--- src/sv/sha1sh_pkg.sv ---
// ----------------------------------------------------------------------------
// sha1sh_pkg
// Shared constants, types and helper functions for the SHA-1 stream hasher.
// ----------------------------------------------------------------------------
package sha1sh_pkg;

    localparam int unsigned NUM_CHAIN = 5;
    localparam int unsigned NUM_WORDS = 16;
    localparam int unsigned LAST_RND  = 79;

    typedef logic [31:0] word_t;

    localparam word_t INIT_H [NUM_CHAIN] = '{
        32'h67452301, 32'hEFCDAB89, 32'h98BADCFE, 32'h10325476, 32'hC3D2E1F0
    };

    localparam word_t ROUND_K [4] = '{
        32'h5A827999, 32'h6ED9EBA1, 32'h8F1BBCDC, 32'hCA62C1D6
    };

    localparam logic [7:0] PAD_BYTE = 8'h80;

    // Round groups of 20 rounds each
    typedef enum logic [1:0] {
        GRP_CH  = 2'd0,
        GRP_P1  = 2'd1,
        GRP_MAJ = 2'd2,
        GRP_P2  = 2'd3
    } rgrp_t;

    function automatic word_t rol1(input word_t x);
        return {x[30:0], x[31]};
    endfunction

    function automatic word_t rol5(input word_t x);
        return {x[26:0], x[31:27]};
    endfunction

    function automatic word_t rol30(input word_t x);
        return {x[1:0], x[31:2]};
    endfunction

    function automatic rgrp_t round_grp(input logic [6:0] rnd);
        rgrp_t g;
        if (rnd < 7'd20)
        begin
            g = GRP_CH;
        end
        else if (rnd < 7'd40)
        begin
            g = GRP_P1;
        end
        else if (rnd < 7'd60)
        begin
            g = GRP_MAJ;
        end
        else
        begin
            g = GRP_P2;
        end
        return g;
    endfunction

    function automatic word_t round_f(input rgrp_t g, input word_t b, input word_t c,
                                      input word_t d);
        word_t f;
        unique case (g)
            GRP_CH:  f = (b & c) | (~b & d);
            GRP_MAJ: f = (b & c) | (b & d) | (c & d);
            default: f = b ^ c ^ d;
        endcase
        return f;
    endfunction

endpackage

--- src/sv/sha1_stream_hash.sv ---
// ----------------------------------------------------------------------------
// sha1_stream_hash
// SHA-1 digest of a byte stream, one byte per request, five digest words out.
// ----------------------------------------------------------------------------
// A byte request is taken while the block is idle (item_ready high). Bytes
// are packed big-endian and every fourth byte is written as a word into a
// 16 x 32 message schedule memory. When a 64-byte block is full the block
// stops taking requests and compresses it: it loads the working variables,
// runs 16 rounds on the stored words, then 64 rounds that each also compute
// a new schedule word, and folds into the chaining words. Rounds 16 to 79
// each need an extra read phase, since each new schedule word needs four
// words from the memory, which has two registered read ports. A request with
// end_of_message set appends its byte (if has_byte), then writes the 0x80
// pad, zero words and the 64-bit bit length into the memory one word per
// cycle and runs one or two final compressions; two when the pad byte lands
// at byte 56 or later of the last block, so the length no longer fits behind
// it. The five digest words then appear on the digest channel, h0 first, one
// per digest handshake, and the block returns to its initial chaining values
// with a zero length for the next message. A request with neither has_byte
// nor end_of_message changes nothing.
module sha1_stream_hash
    import sha1sh_pkg::*;
(
    input  logic        clk,
    input  logic        rst_n,

    input  logic        item_valid,
    output logic        item_ready,
    input  logic [7:0]  data_byte,
    input  logic        has_byte,
    input  logic        end_of_message,

    output logic        digest_valid,
    input  logic        digest_ready,
    output logic [31:0] digest_word,
    output logic [2:0]  word_index,
    output logic        last_word
);

    typedef enum logic [5:0] {
        ST_IDLE = 6'b000001,   // taking byte requests
        ST_FILL = 6'b000010,   // writing pad / length words
        ST_PREP = 6'b000100,   // load working vars, first schedule read
        ST_RUN  = 6'b001000,   // 80 rounds
        ST_ADD  = 6'b010000,   // fold into chaining words
        ST_OUT  = 6'b100000    // hand out digest words
    } state_t;

    state_t      state_reg, state_next;

    // message length in bytes, wraps mod 2^61
    logic [60:0] count_reg, count_next;
    // bytes of the word being assembled, newest in the low byte
    logic [23:0] part_reg, part_next;

    logic [6:0]  rnd_reg, rnd_next;
    logic        ph_reg, ph_next;       // second half of a scheduled round
    logic [3:0]  widx_reg, widx_next;   // fill pointer
    logic [2:0]  oidx_reg, oidx_next;   // digest word pointer

    logic        fin_reg, fin_next;     // end request pending
    logic        padded_reg, padded_next; // pad word already written
    logic        lenw_reg, lenw_next;   // length words already written
    logic        two_reg, two_next;     // second final block being filled

    word_t       chain_reg [NUM_CHAIN];
    word_t       chain_next [NUM_CHAIN];
    word_t       a_reg, b_reg, c_reg, d_reg, e_reg;
    word_t       a_next, b_next, c_next, d_next, e_next;
    word_t       x_reg, x_next;         // first half of the schedule xor

    // message schedule memory, two registered read ports, one write port
    word_t       w_mem [NUM_WORDS];
    word_t       rd_a_reg, rd_b_reg;
    logic        mem_we;
    logic [3:0]  mem_wa, mem_ra, mem_rb;
    word_t       mem_wd;

    // datapath helpers
    logic [5:0]  pos;
    logic        len_here;
    logic [63:0] bit_len;
    word_t       pad_word;
    word_t       fill_word;
    word_t       wj;
    word_t       t_sum;
    rgrp_t       grp;
    logic        do_round;

    assign pos      = count_reg[5:0];
    assign bit_len  = {count_reg, 3'b000};
    // length fits behind the pad word only if the pad lands before byte 56
    assign len_here = two_reg || (count_reg[5:3] != 3'b111);

    always_comb
    begin
        unique case (count_reg[1:0])
            2'd0:    pad_word = {PAD_BYTE, 24'h0};
            2'd1:    pad_word = {part_reg[7:0], PAD_BYTE, 16'h0};
            2'd2:    pad_word = {part_reg[15:0], PAD_BYTE, 8'h0};
            default: pad_word = {part_reg, PAD_BYTE};
        endcase
    end

    always_comb
    begin
        if (!two_reg && (widx_reg == count_reg[5:2]))
        begin
            fill_word = pad_word;
        end
        else if (len_here && (widx_reg == 4'd14))
        begin
            fill_word = bit_len[63:32];
        end
        else if (len_here && (widx_reg == 4'd15))
        begin
            fill_word = bit_len[31:0];
        end
        else
        begin
            fill_word = '0;
        end
    end

    // round datapath
    assign grp   = round_grp(rnd_reg);
    assign wj    = (rnd_reg < 7'd16) ? rd_a_reg : rol1(x_reg ^ rd_a_reg ^ rd_b_reg);
    assign t_sum = rol5(a_reg) + round_f(grp, b_reg, c_reg, d_reg) + e_reg
                   + ROUND_K[grp] + wj;

    assign item_ready   = (state_reg == ST_IDLE);
    assign digest_valid = (state_reg == ST_OUT);
    assign digest_word  = chain_reg[oidx_reg];
    assign word_index   = oidx_reg;
    assign last_word    = (oidx_reg == 3'd4);

    always_comb
    begin
        state_next  = state_reg;
        count_next  = count_reg;
        part_next   = part_reg;
        rnd_next    = rnd_reg;
        ph_next     = ph_reg;
        widx_next   = widx_reg;
        oidx_next   = oidx_reg;
        fin_next    = fin_reg;
        padded_next = padded_reg;
        lenw_next   = lenw_reg;
        two_next    = two_reg;
        chain_next  = chain_reg;
        a_next      = a_reg;
        b_next      = b_reg;
        c_next      = c_reg;
        d_next      = d_reg;
        e_next      = e_reg;
        x_next      = x_reg;
        mem_we      = 1'b0;
        mem_wa      = widx_reg;
        mem_wd      = fill_word;
        mem_ra      = 4'd0;
        mem_rb      = 4'd0;
        do_round    = 1'b0;

        unique case (state_reg)
            ST_IDLE:
            begin
                if (item_valid)
                begin
                    if (has_byte)
                    begin
                        count_next = count_reg + 61'd1;
                        if (pos[1:0] == 2'd3)
                        begin
                            mem_we = 1'b1;
                            mem_wa = pos[5:2];
                            mem_wd = {part_reg, data_byte};
                        end
                        else
                        begin
                            part_next = {part_reg[15:0], data_byte};
                        end
                    end
                    fin_next    = end_of_message;
                    padded_next = 1'b0;
                    lenw_next   = 1'b0;
                    two_next    = 1'b0;
                    if (has_byte && (pos == 6'd63))
                    begin
                        state_next = ST_PREP;
                    end
                    else if (end_of_message)
                    begin
                        widx_next  = count_next[5:2];
                        state_next = ST_FILL;
                    end
                end
            end

            ST_FILL:
            begin
                mem_we    = 1'b1;
                widx_next = widx_reg + 4'd1;
                if (widx_reg == 4'd15)
                begin
                    padded_next = 1'b1;
                    lenw_next   = len_here;
                    state_next  = ST_PREP;
                end
            end

            ST_PREP:
            begin
                mem_ra     = 4'd0;
                a_next     = chain_reg[0];
                b_next     = chain_reg[1];
                c_next     = chain_reg[2];
                d_next     = chain_reg[3];
                e_next     = chain_reg[4];
                rnd_next   = '0;
                ph_next    = 1'b0;
                state_next = ST_RUN;
            end

            ST_RUN:
            begin
                if (rnd_reg < 7'd16)
                begin
                    do_round = 1'b1;
                    rnd_next = rnd_reg + 7'd1;
                    if (rnd_reg == 7'd15)
                    begin
                        mem_ra = rnd_reg[3:0] + 4'd14;
                        mem_rb = rnd_reg[3:0] + 4'd9;
                    end
                    else
                    begin
                        mem_ra = rnd_reg[3:0] + 4'd1;
                    end
                end
                else if (!ph_reg)
                begin
                    // w[j+13] ^ w[j+8] is in, fetch w[j+2] and w[j]
                    x_next  = rd_a_reg ^ rd_b_reg;
                    mem_ra  = rnd_reg[3:0] + 4'd2;
                    mem_rb  = rnd_reg[3:0];
                    ph_next = 1'b1;
                end
                else
                begin
                    do_round = 1'b1;
                    mem_we   = 1'b1;
                    mem_wa   = rnd_reg[3:0];
                    mem_wd   = wj;
                    mem_ra   = rnd_reg[3:0] + 4'd14;
                    mem_rb   = rnd_reg[3:0] + 4'd9;
                    ph_next  = 1'b0;
                    rnd_next = rnd_reg + 7'd1;
                    if (rnd_reg == 7'(LAST_RND))
                    begin
                        state_next = ST_ADD;
                    end
                end
            end

            ST_ADD:
            begin
                chain_next[0] = chain_reg[0] + a_reg;
                chain_next[1] = chain_reg[1] + b_reg;
                chain_next[2] = chain_reg[2] + c_reg;
                chain_next[3] = chain_reg[3] + d_reg;
                chain_next[4] = chain_reg[4] + e_reg;
                priority if (!fin_reg)
                begin
                    state_next = ST_IDLE;
                end
                else if (lenw_reg)
                begin
                    oidx_next  = '0;
                    state_next = ST_OUT;
                end
                else
                begin
                    // pad after a full block, or length-only second block
                    widx_next  = padded_reg ? 4'd0 : count_reg[5:2];
                    two_next   = padded_reg;
                    state_next = ST_FILL;
                end
            end

            ST_OUT:
            begin
                if (digest_ready)
                begin
                    if (oidx_reg == 3'd4)
                    begin
                        for (int i = 0; i < NUM_CHAIN; i++)
                        begin
                            chain_next[i] = INIT_H[i];
                        end
                        count_next = '0;
                        fin_next   = 1'b0;
                        state_next = ST_IDLE;
                    end
                    else
                    begin
                        oidx_next = oidx_reg + 3'd1;
                    end
                end
            end

            default:
            begin
                state_next = ST_IDLE;
            end
        endcase

        if (do_round)
        begin
            a_next = t_sum;
            b_next = a_reg;
            c_next = rol30(b_reg);
            d_next = c_reg;
            e_next = d_reg;
        end
    end

    // control state
    always_ff @(posedge clk or negedge rst_n)
    begin
        if (!rst_n)
        begin
            state_reg  <= ST_IDLE;
            count_reg  <= '0;
            rnd_reg    <= '0;
            ph_reg     <= 1'b0;
            widx_reg   <= '0;
            oidx_reg   <= '0;
            fin_reg    <= 1'b0;
            padded_reg <= 1'b0;
            lenw_reg   <= 1'b0;
            two_reg    <= 1'b0;
            for (int i = 0; i < NUM_CHAIN; i++)
            begin
                chain_reg[i] <= INIT_H[i];
            end
        end
        else
        begin
            state_reg  <= state_next;
            count_reg  <= count_next;
            rnd_reg    <= rnd_next;
            ph_reg     <= ph_next;
            widx_reg   <= widx_next;
            oidx_reg   <= oidx_next;
            fin_reg    <= fin_next;
            padded_reg <= padded_next;
            lenw_reg   <= lenw_next;
            two_reg    <= two_next;
            chain_reg  <= chain_next;
        end
    end

    // datapath registers
    always_ff @(posedge clk)
    begin
        part_reg <= part_next;
        a_reg    <= a_next;
        b_reg    <= b_next;
        c_reg    <= c_next;
        d_reg    <= d_next;
        e_reg    <= e_next;
        x_reg    <= x_next;
    end

    // schedule memory
    always_ff @(posedge clk)
    begin
        if (mem_we)
        begin
            w_mem[mem_wa] <= mem_wd;
        end
        rd_a_reg <= w_mem[mem_ra];
        rd_b_reg <= w_mem[mem_rb];
    end

endmodule

--- config.mk ---
export PLATFORM = sky130hd
export DESIGN_NAME = sha1_stream_hash
export DESIGN_NICKNAME = d
export VERILOG_FILES = /design/src/sv/sha1sh_pkg.sv /design/src/sv/sha1_stream_hash.sv
export SDC_FILE = /design/constraint.sdc
export NUM_CORES = 2
export LEC_CHECK = 0
export BUFFER_PORTS_ARGS = -buffer_cell sky130_fd_sc_hd__buf_2
export CORE_AREA = 2 2 337 339
export CTS_CLUSTER_SIZE = 12
export DETAILED_ROUTE_END_ITERATION = 10
export DIE_AREA = 0 0 339 341
export GPL_ROUTABILITY_DRIVEN = 0
export MAX_ROUTING_LAYER = met4
export PLACE_DENSITY = 0.77
export SLEW_MARGIN = 20
export SYNTH_ARGS = -nofsm -noshare
export SYNTH_HDL_FRONTEND = slang
export SYNTH_SLANG_ARGS = --single-unit
--- constraint.sdc ---
create_clock -name clk -period 5.7 [get_ports clk]
set_input_delay 0.57 -clock clk [delete_from_list [all_inputs] [get_ports clk]]
set_output_delay 0.57 -clock clk [all_outputs]
set_load 0.01 [all_outputs]
# --- Word level (Yosys, flattened, before mapping) ---
# Memories as Yosys holds them, arrays and structs flattened. A register that Yosys moved wholly into a read port is not among the register bits.
# Cells that the tools add are included.
op_classes:
  n_addsub: 17
  magnitude_cmp: 6
  eq_ne: 34
  muxes: 105
  n_bitwise: 18
  reduce_logical: 27
op_table:
  columns: ["operator", "count"]
  rows:
  - ["32-bit two-way mux", 23]
  - ["160-bit two-way mux", 2]
  - ["160-bit case mux with 2 select lines", 1]
  - ["32-bit adder", 9]
  - ["61-bit two-way mux", 4]
  - ["32-bit XOR", 5]
  - ["32-bit AND", 4]
  - ["32-bit case mux with 2 select lines", 2]
  - ["61-bit case mux with 2 select lines", 1]
  - ["32-bit binary-select mux with 3-bit select", 1]
  - ["32-bit bitwise OR", 3]
  - ["32-bit case mux with 3 select lines", 1]
  - ["4-bit two-way mux", 19]
  - ["6-bit two-way mux", 11]
  - ["32-bit binary-select mux with 2-bit select", 1]
  - ["61-bit by 1-bit adder with 61-bit output, second input constant", 1]
  - ["6-bit case mux with 6 select lines", 1]
  - ["32-bit NOT", 1]
  - ["1-bit two-way mux", 20]
  - ["2-bit inequality test, second input constant", 10]
  - ["7-bit by 5-bit < comparator with 1-bit output, second input constant", 2]
  - ["7-bit by 6-bit < comparator with 1-bit output, second input constant", 2]
  - ["7-bit two-way mux", 2]
  - ["7-bit case mux with 2 select lines", 1]
  - ["other kinds (45)", 80]
word_totals:
  regBits: 462
  ram_bits: 512
  in_bits: 14
  out_inout_bits: 38
  elab_cells: 231
  memories: 1
mem_list:
  columns: ["name", "depth", "width", "rd", "rd_clocked_by_memory_dff", "write_ports", "line_no", "text"]
  rows:
  - ["w_mem", 16, 32, 2, 2, 1, "sha1_stream_hash.sv:73", "word_t w_mem [NUM_WORDS];"]

# --- Longest topological paths before layout ---
logic_depth:
  depth_word: 11
  ltp_mapped: 28
  depth_no_buf: 26

# --- Worst setup path after synthesis ---
# No wires, ideal clock.
synth_path:
  path_type: "reg-to-reg"
  from: "register rnd_reg[5]"
  to: "register a_reg[30], data pin"
  setup_ns: 0.265
  arrival_ns: 5.875
  t_required_ns: 5.435
  setup_slack_ns: -0.440
  path_stages_with_launch: 28
  n_path_buf: 3
  period_less_slack_ns: 6.140
  cell_sequence: "dfrtp_1 > buf_2 > inv_1 > o21ai_0 > o21ai_0 > a221o_1 > clkinv_1 > buf_1 > ha_1 > inv_1 > clkbuf_1 > o221a_2 > a21oi_1 > fa_1 > inv_1 > fa_1 > inv_1 > ha_1 > a21o_1 > a21oi_2 > o21ai_1 > a2111oi_4 > o311ai_1 > a41o_1 > a221oi_2 > o21ai_1 > xnor2_1 > o21ai_1"
synth_between:
  elab_chain_len: 11
  word_cells_on_any_way: 22
  cone_classes: "add/sub (4); order compare (4); eq/ne (1); mux (11); bitwise (1); reduce/logical (1)"
synth_lines:
  columns: ["element", "line_no", "text"]
  rows:
  - ["start: declaration", "sha1_stream_hash.sv:56", "logic [6:0] rnd_reg, rnd_next;"]
  - ["start signal: assignment", "sha1_stream_hash.sv:351", "rnd_reg <= rnd_next;"]
  - ["7-bit by 6-bit < comparator with 1-bit output", "sha1sh_pkg.sv:53", "else if (rnd < 7'd60)"]
  - ["1-bit two-way mux", "sha1sh_pkg.sv:53", null]
  - ["2-bit two-way mux", "sha1sh_pkg.sv:49", "else if (rnd < 7'd40)"]
  - ["2-bit two-way mux", "sha1sh_pkg.sv:45", "if (rnd < 7'd20)"]
  - ["2-bit == test (tied with other cells)", "sha1sh_pkg.sv:67", "unique case (g)"]
  - ["32-bit case mux with 2 select lines / 32-bit binary-select mux with 2-bit select (equally long branches)", "sha1sh_pkg.sv:67, sha1_stream_hash.sv:129", null]
  - ["32-bit adder / 32-bit two-way mux (equally long branches) (2 in a row)", "sha1_stream_hash.sv:128, sha1_stream_hash.sv:129", null]
  - ["32-bit adder (2 in a row)", "sha1_stream_hash.sv:129", "+ ROUND_K[grp] + wj;"]
  - ["32-bit two-way mux *", "sha1_stream_hash.sv:317", "if (do_round)"]
  - ["net a_next[30]", "sha1_stream_hash.sv:69", "word_t a_next, b_next, c_next, d_next, e_next;"]
  - ["end signal: assignment", "sha1_stream_hash.sv:367", "a_reg <= a_next;"]
  - ["end: declaration", "sha1_stream_hash.sv:68", "word_t a_reg, b_reg, c_reg, d_reg, e_reg;"]
# Mark *: on every way through the listed nets, which the timed path passes. The rest lies on a longest branch. The select of a mux whose other input is x is not followed.
# A chain may end at the register's enable or synchronous reset.

# --- Worst setup path after layout ---
layout_path:
  from: "register rnd_reg[5]"
  to: "register a_reg[25], data pin"
# The elaborated chain is that of the path after synthesis.

==> results.txt <==
----------------------------------------------------
[Clock tree]
  Clk Tree Root Cell ... sky130_fd_sc_hd__clkbuf_16
  H-Tree Level Count ... 3
  TritonCTS clock tree ... yes
  Clock-pin slew on the worst setup and hold paths ... 0.06 ns
  Clock latency at the later pin of the worst-skew pair ... 0.74 ns
  Clock sink count ... 1038
  Number of buffers added by the clock tree synthesis step ... 110
  Maximum count of clock buffers along a single path ... 3

[Pwr]
  Static Leakage ... 25.9 nW
  Pwr per Cell Area ... 524 nW/µm²
  Overall power of the completed layout ... 35.1 mW
  Maximum VDD drop ... 0.000399 V

[Route]
  Average wire per standard cell ... 24.7 µm
  Pre-antenna DRT Iters ... 8
  Remaining routing DRC violations ... 0
  Initial DRC Count ... 6731
  Via count ... 47800
  Post-detailed-route count of antenna-violating nets ... 0
  Via count normalized by instance count ... 6.54
  Final wirelength ... 181 mm

[Layout]
  Number of flip-flops in the largest register ... 512
  Most used cells in the layout excluding fill and tap cells ... sky130_fd_sc_hd__nand2_1 (830), sky130_fd_sc_hd__edfxtp_1 (728), sky130_fd_sc_hd__o21ai_0 (414)
  Layout filler cell count ... 8861
  Most common library cell in the layout ignoring fill and taps ... sky130_fd_sc_hd__nand2_1
  Fraction of final layout cells with drive strength greater than 1 ... 0.128
  Area Overhead vs Synth ... 9.93%
  Fraction of the core area covered by cells at the end of the flow ... 0.599
  Number of nets in the final layout ... 6062
  Post-route cell area ... 67100 µm²

[Timing]
  Top achievable clock speed ... 179 MHz
  Final cycle utilization of the critical path ... 0.980
  Clock period minus final worst setup slack ... 5.59 ns
  Unrepaired setup endpoints after global routing ... yes
  Worst path setup slack after routing ... 0.113 ns
  Total count of max-transition violations in the final report ... 0
  Endpoints failing setup ... 0
  Worst hold margin ... 0.102 ns
  Worst slew margin ... 0.251
  Worst clock skew ... 0.0321 ns
  Final Hold Violating Endpoints ... 0
  Tightest Pin Transition ... 1.12 ns

[Global routing]
  First-pass GRT wire length ... 275 mm
  Pin count of the biggest net entering global routing ... 183
  Initial antenna violation count ... 4
  Vias in the first global route ... 46000
  Grt ovf ... 0
  GRT Total Usage ... 0.318

[Critical path]
  Critical-path cell list ... buf_4 > nor3_4 > buf_4 > nor2_1 > a21oi_2 > fa_1 > fa_2 > fa_1 > inv_1 > ha_2 > inv_1 > fa_2 > nor2b_2 > o21ai_2 > a21boi_1 > o21a_1 > o211ai_1 > a221o_1 > a21oi_1 > o21a_1 > o21a_1 > o31ai_1
  Highest cell delay on the worst timing path ... 0.56 ns
  Crit Path Class ... register to register
  Largest fanout on the critical path ... 10
  Arrival time worst endpoint ... 6.02 ns
  Endpoint required time on the critical path ... 6.14 ns
  Slowest stage cell on the critical path ... sky130_fd_sc_hd__fa_2
  Kind of capture point of the worst setup path ... register
  Crit-path leading delay family ... adder cells
  Startpoint types ... register
  Buf+Inv Stages, Crit Path ... 4
  Most repeated library cell on the critical path ... sky130_fd_sc_hd__o21a_1

[Logic synthesis]
  Post-synthesis sequential area ratio ... 0.482
  Post-synthesis sequential element count ... 1038
  Share of the synthesized area in the top cell type ... 0.358
  Cells after Synth ... 5701
  Most used flip-flop cell after synthesis ... sky130_fd_sc_hd__edfxtp_1
  Number of synthesis warnings ... 0
  Asr flop ratio synth ... 0.237
  Count of distinct cell types in the synthesized netlist ... 104
  Nets in the synthesized netlist ... 6050
  Mapped Area ... 61000 µm²
  Yosys top cell by area ... sky130_fd_sc_hd__edfxtp_1
  Leading post-synthesis cells by cell area ... sky130_fd_sc_hd__edfxtp_1 (36%), sky130_fd_sc_hd__dfrtp_1 (6.8%), sky130_fd_sc_hd__mux4_2 (5.9%)
  Number of enable-type register cells in the synthesized netlist ... 728
  Average size of a mapped cell ... 10.7 µm²

[Floorplan]
  Count of pins on the block boundary ... 52
  Die width ... 339 µm
  Area of the core ... 112000 µm²
  Initial core utilization ... 0.545
  Floorplan row count ... 123
  Die height ... 341 µm
  Die area ... 116000 µm²

[Placed design]
  Placement Setup Slack ... -0.127 ns
  Post-Place Cell Area ... 63300 µm²
  Port bufs ... 51
  HPWL reported at the end of detailed placement ... 120 mm

[Min path]
  Min-delay worst type ... primary input to register

[Outcome]
  Run status ... finished, final reports clean

[Job]
  Reported max-cap violation count ... 0

----------------------------------------------------
[cell usage after synthesis, types with 49 or more instances]
cell	number
sky130_fd_sc_hd__a311oi_1	68
sky130_fd_sc_hd__edfxtp_1	728
sky130_fd_sc_hd__ha_1	210
sky130_fd_sc_hd__a31oi_1	124
sky130_fd_sc_hd__o21ai_0	424
sky130_fd_sc_hd__nor2_1	288
sky130_fd_sc_hd__nand2_1	832
sky130_fd_sc_hd__fa_1	125
sky130_fd_sc_hd__inv_1	360
sky130_fd_sc_hd__a211oi_1	218
sky130_fd_sc_hd__mux4_2	160
sky130_fd_sc_hd__nand3_1	57
sky130_fd_sc_hd__a21oi_1	357
sky130_fd_sc_hd__dfstp_2	81
sky130_fd_sc_hd__buf_2	49
sky130_fd_sc_hd__a21o_1	84
sky130_fd_sc_hd__clkbuf_1	218
sky130_fd_sc_hd__xnor2_1	118
sky130_fd_sc_hd__dfrtp_1	165
sky130_fd_sc_hd__and2_1	170
sky130_fd_sc_hd__nor3_1	55
sky130_fd_sc_hd__dfxtp_1	64
sky130_fd_sc_hd__xor2_1	132
[worst register-to-register path: stages (launching register included)]
cell,delay [ns]
sky130_fd_sc_hd__dfrtp_1,0.39
sky130_fd_sc_hd__buf_4,0.17
sky130_fd_sc_hd__nor3_4,0.30
sky130_fd_sc_hd__buf_4,0.26
sky130_fd_sc_hd__nor2_1,0.08
sky130_fd_sc_hd__a21oi_2,0.19
sky130_fd_sc_hd__fa_1,0.47
sky130_fd_sc_hd__fa_2,0.56
sky130_fd_sc_hd__fa_1,0.41
sky130_fd_sc_hd__inv_1,0.08
sky130_fd_sc_hd__ha_2,0.17
sky130_fd_sc_hd__inv_1,0.06
sky130_fd_sc_hd__fa_2,0.39
sky130_fd_sc_hd__nor2b_2,0.13
sky130_fd_sc_hd__o21ai_2,0.08
sky130_fd_sc_hd__a21boi_1,0.19
sky130_fd_sc_hd__o21a_1,0.20
sky130_fd_sc_hd__o211ai_1,0.17
sky130_fd_sc_hd__a221o_1,0.44
sky130_fd_sc_hd__a21oi_1,0.22
sky130_fd_sc_hd__o21a_1,0.16
sky130_fd_sc_hd__o21a_1,0.12
sky130_fd_sc_hd__o31ai_1,0.07
[logic make-up (layout without fill, tap and decap cells)]
kind of cell | Yosys count | in the layout | share of synthesized area
muxes | 199 | 199 | 0.0655
DFF | 1038 | 1038 | 0.482
AOI/OAI and AO/OA | 1605 | 1605 | 0.168
and+or+nand+nor | 1594 | 1594 | 0.118
adders and majority gates | 335 | 335 | 0.0841
xor gates and xnor gates | 250 | 250 | 0.0359
other | 0 | 4 | 0
buffers and inverters | 680 | 786 | 0.0463
[through the flow]
step	setup TNS, ns	std cells
2_1_floorplan	0	5701
3_3_place_gp	-0.0334	7094
3_5_place_dp	-0.643	7095
4_1_cts	0	7304
5_1_grt	-0.373	7310
6_report	0	7311
[timing repair]
item,in CTS,in global routing
pin swaps,8,16
hold buffers,1,0
resized for setup,12,44
buffers inserted,2,3
hold endpoints to repair,58,0
endpoints found under the setup margin,11,16
[final timing paths]
| path | from | to | slack, ns | cells past startpoint |
|---|---|---|---|---|
| hold reg to reg | chain_reg[31]$_DFFE_PN1P_ | chain_reg[31]$_DFFE_PN1P_ | 0.50 | 2 |
| setup / recovery | rnd_reg[5]$_DFFE_PN0P_ | a_reg[25]$_DFFE_PP_ | 0.11 | 22 |
| min in group asynchronous | rst_n | chain_reg[35]$_DFFE_PN0P_ | 0.48 | 2 |
| setup reg to reg | rnd_reg[5]$_DFFE_PN0P_ | a_reg[25]$_DFFE_PP_ | 0.11 | 22 |
| max in group asynchronous | rst_n | word_index[1]$_DFFE_PN0P_ | 3.97 | 3 |
| hold / removal | data_byte[2] | part_reg[2]$_DFFE_PP_ | 0.10 | 1 |
[cell type report]
| class | count | area, µm² | area share |
|---|---|---|---|
| inverters | 361 | 1360 | 0.0203 |
| diodes | 4 | 10.0 | 0.000149 |
| multi-input cells | 3983 | 29300 | 0.436 |
| well taps | 1500 | 1880 | 0.0280 |
| clock buffers | 172 | 3130 | 0.0466 |
| clock inverters | 34 | 332 | 0.00494 |
| flip-flops and latches | 1038 | 29400 | 0.438 |
| repair buffers | 219 | 1700 | 0.0254 |
[where the power goes]
group,internal [mW],leakage [nW],switching (mW)
sequential,9.92,9.89,1.16
combinational,7.06,14.3,10.1
clock,3.83,1.66,3.12
total,20.8,25.9,14.3
[routing by layer]
metal	vias up	GRT usage	part of all wire
met3	565	0.0549	0.11
met2	2995	0.484	0.46
li1	20900	-	-
met1	23400	0.417	0.37
met4	0	0.153	0.056
met5	-	-	0
(Power assumes the default switching activity.)
